[config.mk]
export PLATFORM = sky130hd
export DESIGN_NAME = rbgc_ram
export DESIGN_NICKNAME = d
export VERILOG_FILES = /design/src/assert_macros.svh /design/src/rbgc_ram.sv
export SDC_FILE = /design/constraint.sdc
export NUM_CORES = 2
export LEC_CHECK = 0
export ABC_AREA = 1
export BUFFER_PORTS_ARGS = -buffer_cell sky130_fd_sc_hd__buf_2
export CAP_MARGIN = 20
export CORE_MARGIN = 10
export CORE_UTILIZATION = 30
export DETAILED_ROUTE_END_ITERATION = 12
export PLACE_DENSITY = 0.55
export SLEW_MARGIN = 30
export SYNTH_ARGS = -nofsm -noshare
export SYNTH_HDL_FRONTEND = slang
export SYNTH_SLANG_ARGS = --single-unit
[constraint.sdc]
create_clock -name clock -period 11.63 [get_ports clock]
set_clock_uncertainty 0.1 [all_clocks]
set_input_delay 3.489 -clock clock [delete_from_list [all_inputs] [get_ports clock]]
set_output_delay 3.489 -clock clock [all_outputs]
set_load 0.02 [all_outputs]
[src/assert_macros.svh]
// ----------------------------------------------------------------------------
// assertion macros
// shared implication checks for the rtl assertions
// ----------------------------------------------------------------------------
`ifndef ASSERT_MACROS_SVH
`define ASSERT_MACROS_SVH

// same-cycle implication
`define CHK_SAME(label, clk, rst, ante, cons) \
   label: assert property (@(posedge clk) disable iff (rst) (ante) |-> (cons)) \
      else $error("check failed");

// next-cycle implication
`define CHK_NEXT(label, clk, rst, ante, cons) \
   label: assert property (@(posedge clk) disable iff (rst) (ante) |=> (cons)) \
      else $error("check failed");

`endif

[src/rbgc_ram.sv]
// ----------------------------------------------------------------------------
// rbgc_ram
// simple dual port synchronous ram (one write, one read port), registered read
// ----------------------------------------------------------------------------
`default_nettype none

module rbgc_ram #(
   parameter int Width = 32,
   parameter int Depth = 64
) (
   input  wire logic                     clock,
   input  wire logic                     we,
   input  wire logic [$clog2(Depth)-1:0] waddr,
   input  wire logic [Width-1:0]         wdata,
   input  wire logic [$clog2(Depth)-1:0] raddr,
   output logic      [Width-1:0]         rdata
);

   logic [Width-1:0] mem [Depth];

   always_ff @(posedge clock) begin
      if (we) begin
         mem[waddr] <= wdata;
      end
      rdata <= mem[raddr];
   end

endmodule

`default_nettype wire
==> impl_metrics.json <==
{
  "port-buffer-count": 77,
  "routed_wirelength_um": 254000,
  "vias": 53600,
  "clkSlewWorstSetupHoldPaths_ns": 0.06,
  "first_iter_violations": 5622,
  "crit_arrival_ns": 6.98,
  "fmaxAchievable_ghz": 0.159,
  "remaining_drc_errors": 0,
  "syn_to_final_growth_pct": 13.6,
  "synthesis.yosys.warnings": 0,
  "grt_usage_pct": 16.3,
  "rr_startpoint": "mem[17][4]$_DFFE_PP_",
  "synthCells": 6769,
  "postCtsSetupBuffers": 0,
  "power.density_nw_per_um2": 168,
  "detail_route_antenna_nets": 0,
  "tritoncts_num_sinks": 2080,
  "post-route-min-period_ns": 6.30,
  "layout_common_cells": "sky130_fd_sc_hd__nand2_1 (2,248), sky130_fd_sc_hd__edfxtp_1 (2,048), sky130_fd_sc_hd__nand3_1 (1,907)",
  "detail_route.wl_per_cell_um": 23.8,
  "tritoncts": "yes",
  "timing.hold.worst.class": "register to register",
  "grt_setup_unrepaired": "false",
  "layout.cells.most_common": "sky130_fd_sc_hd__nand2_1",
  "final_min_period_over_clock_period_pct": 54.2,
  "maxSlewViolCount": 0,
  "holdCritStartpoint": "mem[10][25]$_DFFE_PP_",
  "startpoint_type": "input port",
  "cts.repair.resized": 0,
  "cellLeakagePower_nw": 32.2,
  "gpl.final_weighted_congestion": 0.793,
  "timing.setup.tns_ns": 0,
  "footprint_of_the_multi_input_gates_um2": 18800,
  "drive_gt1_share_pct": 8.35,
  "grt_pass1_vias": 51200,
  "grt_antenna_before_repair": 30,
  "cp_max_fo": 148,
  "endpoint_kind": "register",
  "final-setup-viol-count": 0,
  "hold_depth": 8,
  "grt_first_pass_wirelength_um": 364000,
  "maxCapViolCount": 0,
  "worstMarginPinSlew_ns": 1.08,
  "detailed_router_iteration_count_before_antenna_repair": 6,
  "crit_path_start": "raddr[0]",
  "vias_per_cell": 5.02,
  "synth_fp_nets": 6815,
  "boundaryPins": 78,
  "per_instance_average_area_after_synthesis_um2": 12.2,
  "num-fill-cells": 26600,
  "initial_core_util_pct": 30.2,
  "yosys_top_cell_area_share_pct": 74.3,
  "critPathKind": "input port to register",
  "outcome": "complete, no violations",
  "fin_nets": 6808,
  "grt_start_max_net_pins": 171,
  "hpwl_um": 129000,
  "netlist_top_cells_area": "sky130_fd_sc_hd__edfxtp_1 (74%), sky130_fd_sc_hd__nand3_1 (12%), sky130_fd_sc_hd__nand2_1 (10%)",
  "final-instance-count-excl-fill": 10700,
  "synth_sequential_area_ratio_pct": 75.1,
  "fp-row-count": 192,
  "crit_required_ns": 12.31,
  "yosysTopAreaCell": "sky130_fd_sc_hd__edfxtp_1",
  "cts_inserted_buffers": 206,
  "vdd.ir_drop.worst_mv": 0.165,
  "post-place-cells": 10200,
  "area_of_all_sequential_standard_cells_um2": 62100,
  "grt_remaining_overflow": 0,
  "fp.dieArea_um2": 297000,
  "fp.dieH_um": 545,
  "mapped_cell_area_um2": 82700,
  "final_hold_viol_count": 0,
  "core_um2": 274000,
  "fp.dieW_um": 545,
  "cts_hold_buffers": 0,
  "yosys_register_bits": 2080,
  "slew_headroom_pct": 27.8,
  "reg2regPathDepth": 8,
  "clk_root_buffer_cell": "sky130_fd_sc_hd__clkbuf_16",
  "cts-htree-levels": 4,
  "worstSkewPairLatency_ns": 0.86,
  "maximum_buffer_depth_of_the_clock_tree": 3,
  "post_synth_num_cell_types": 16
}
routing by layer:
metal | part of all wire (%) | GRT usage (%)
met3 | 6.7 | 2.29
met4 | 4.7 | 7.79
met5 | 0.027 | 0
met2 | 48 | 27.3
met1 | 40 | 20.8
state kept, by name (all words and copies together) (netlist names):
register / cells
mem: 2048
rdata: 32
worst paths after layout:
kind | endpoint | slack, ns
worst min register to register | rdata[25]$_DFF_P_ | 0.70
worst max register to register | rdata[4]$_DFF_P_ | 9.70
worst min-delay path | rdata[25]$_DFF_P_ | 0.70
worst max-delay path | rdata[8]$_DFF_P_ | 5.33
Yosys cell counts:
library cell and instances:
sky130_fd_sc_hd__nand3_1 1907, sky130_fd_sc_hd__edfxtp_1 2048, sky130_fd_sc_hd__nand4_1 9, sky130_fd_sc_hd__buf_8 2, sky130_fd_sc_hd__nor4_1 8, sky130_fd_sc_hd__clkbuf_1 77, sky130_fd_sc_hd__nor2_1 56, sky130_fd_sc_hd__dfxtp_1 32
sky130_fd_sc_hd__buf_2 282, sky130_fd_sc_hd__buf_4 45, sky130_fd_sc_hd__inv_1 9, sky130_fd_sc_hd__inv_4 1, sky130_fd_sc_hd__inv_2 2, sky130_fd_sc_hd__buf_1 40, sky130_fd_sc_hd__buf_6 3, sky130_fd_sc_hd__nand2_1 2248
metrics by stage:
step                      area (µm²)  util, %  hold WS (ns)  total power, mW  worst slack [ns]
after floorplan                82700        -         0.621             9.00              3.91
after global placement         87300     31.8         0.674             9.45              4.50
after detailed placement       87300     31.9         0.686             9.46              4.48
after CTS                      93800     34.2         0.705             15.9              5.40
after global routing           93900     34.3         0.790             16.2              5.24
final                          94000     34.3         0.701             15.8              5.33
layout make-up:
class,count,share of cell area [%]
clock buffers,288,5.99
well taps,3686,4.91
multi-input cells,4228,20.0
flip-flops and latches,2080,66.1
diodes,57,0.152
repair buffers,234,1.84
clock inverters,96,0.912
inverters,12,0.0985
cells by family after synthesis:
| logic type | after synthesis | share of synthesized area [%] |
|---|---|---|
| buf+inv | 461 | 2.78 |
| simple gates | 4228 | 22.1 |
| flops | 2080 | 75.1 |
worst max-delay path, stage by stage:
cell and delay [ns]:
sky130_fd_sc_hd__buf_8 0.21, sky130_fd_sc_hd__inv_16 0.47, sky130_fd_sc_hd__buf_4 0.63, sky130_fd_sc_hd__buf_12 0.56, sky130_fd_sc_hd__nand2_1 0.11, sky130_fd_sc_hd__nand3_1 0.11
sky130_fd_sc_hd__nand3_1 0.09, sky130_fd_sc_hd__nand2_1 0.08, sky130_fd_sc_hd__nand2_1 0.05, sky130_fd_sc_hd__nand3_1 0.22, sky130_fd_sc_hd__nand3_1 0.52, sky130_fd_sc_hd__nand2_1 0.20
where the power goes:
group          leakage, nW  switching, mW  internal [mW]
Combinational         10.4          0.733          0.215
Sequential            18.7         0.0509           8.30
Clock                 3.16           2.82           3.64
No activity file was read; power rests on OpenSTA's default activity.
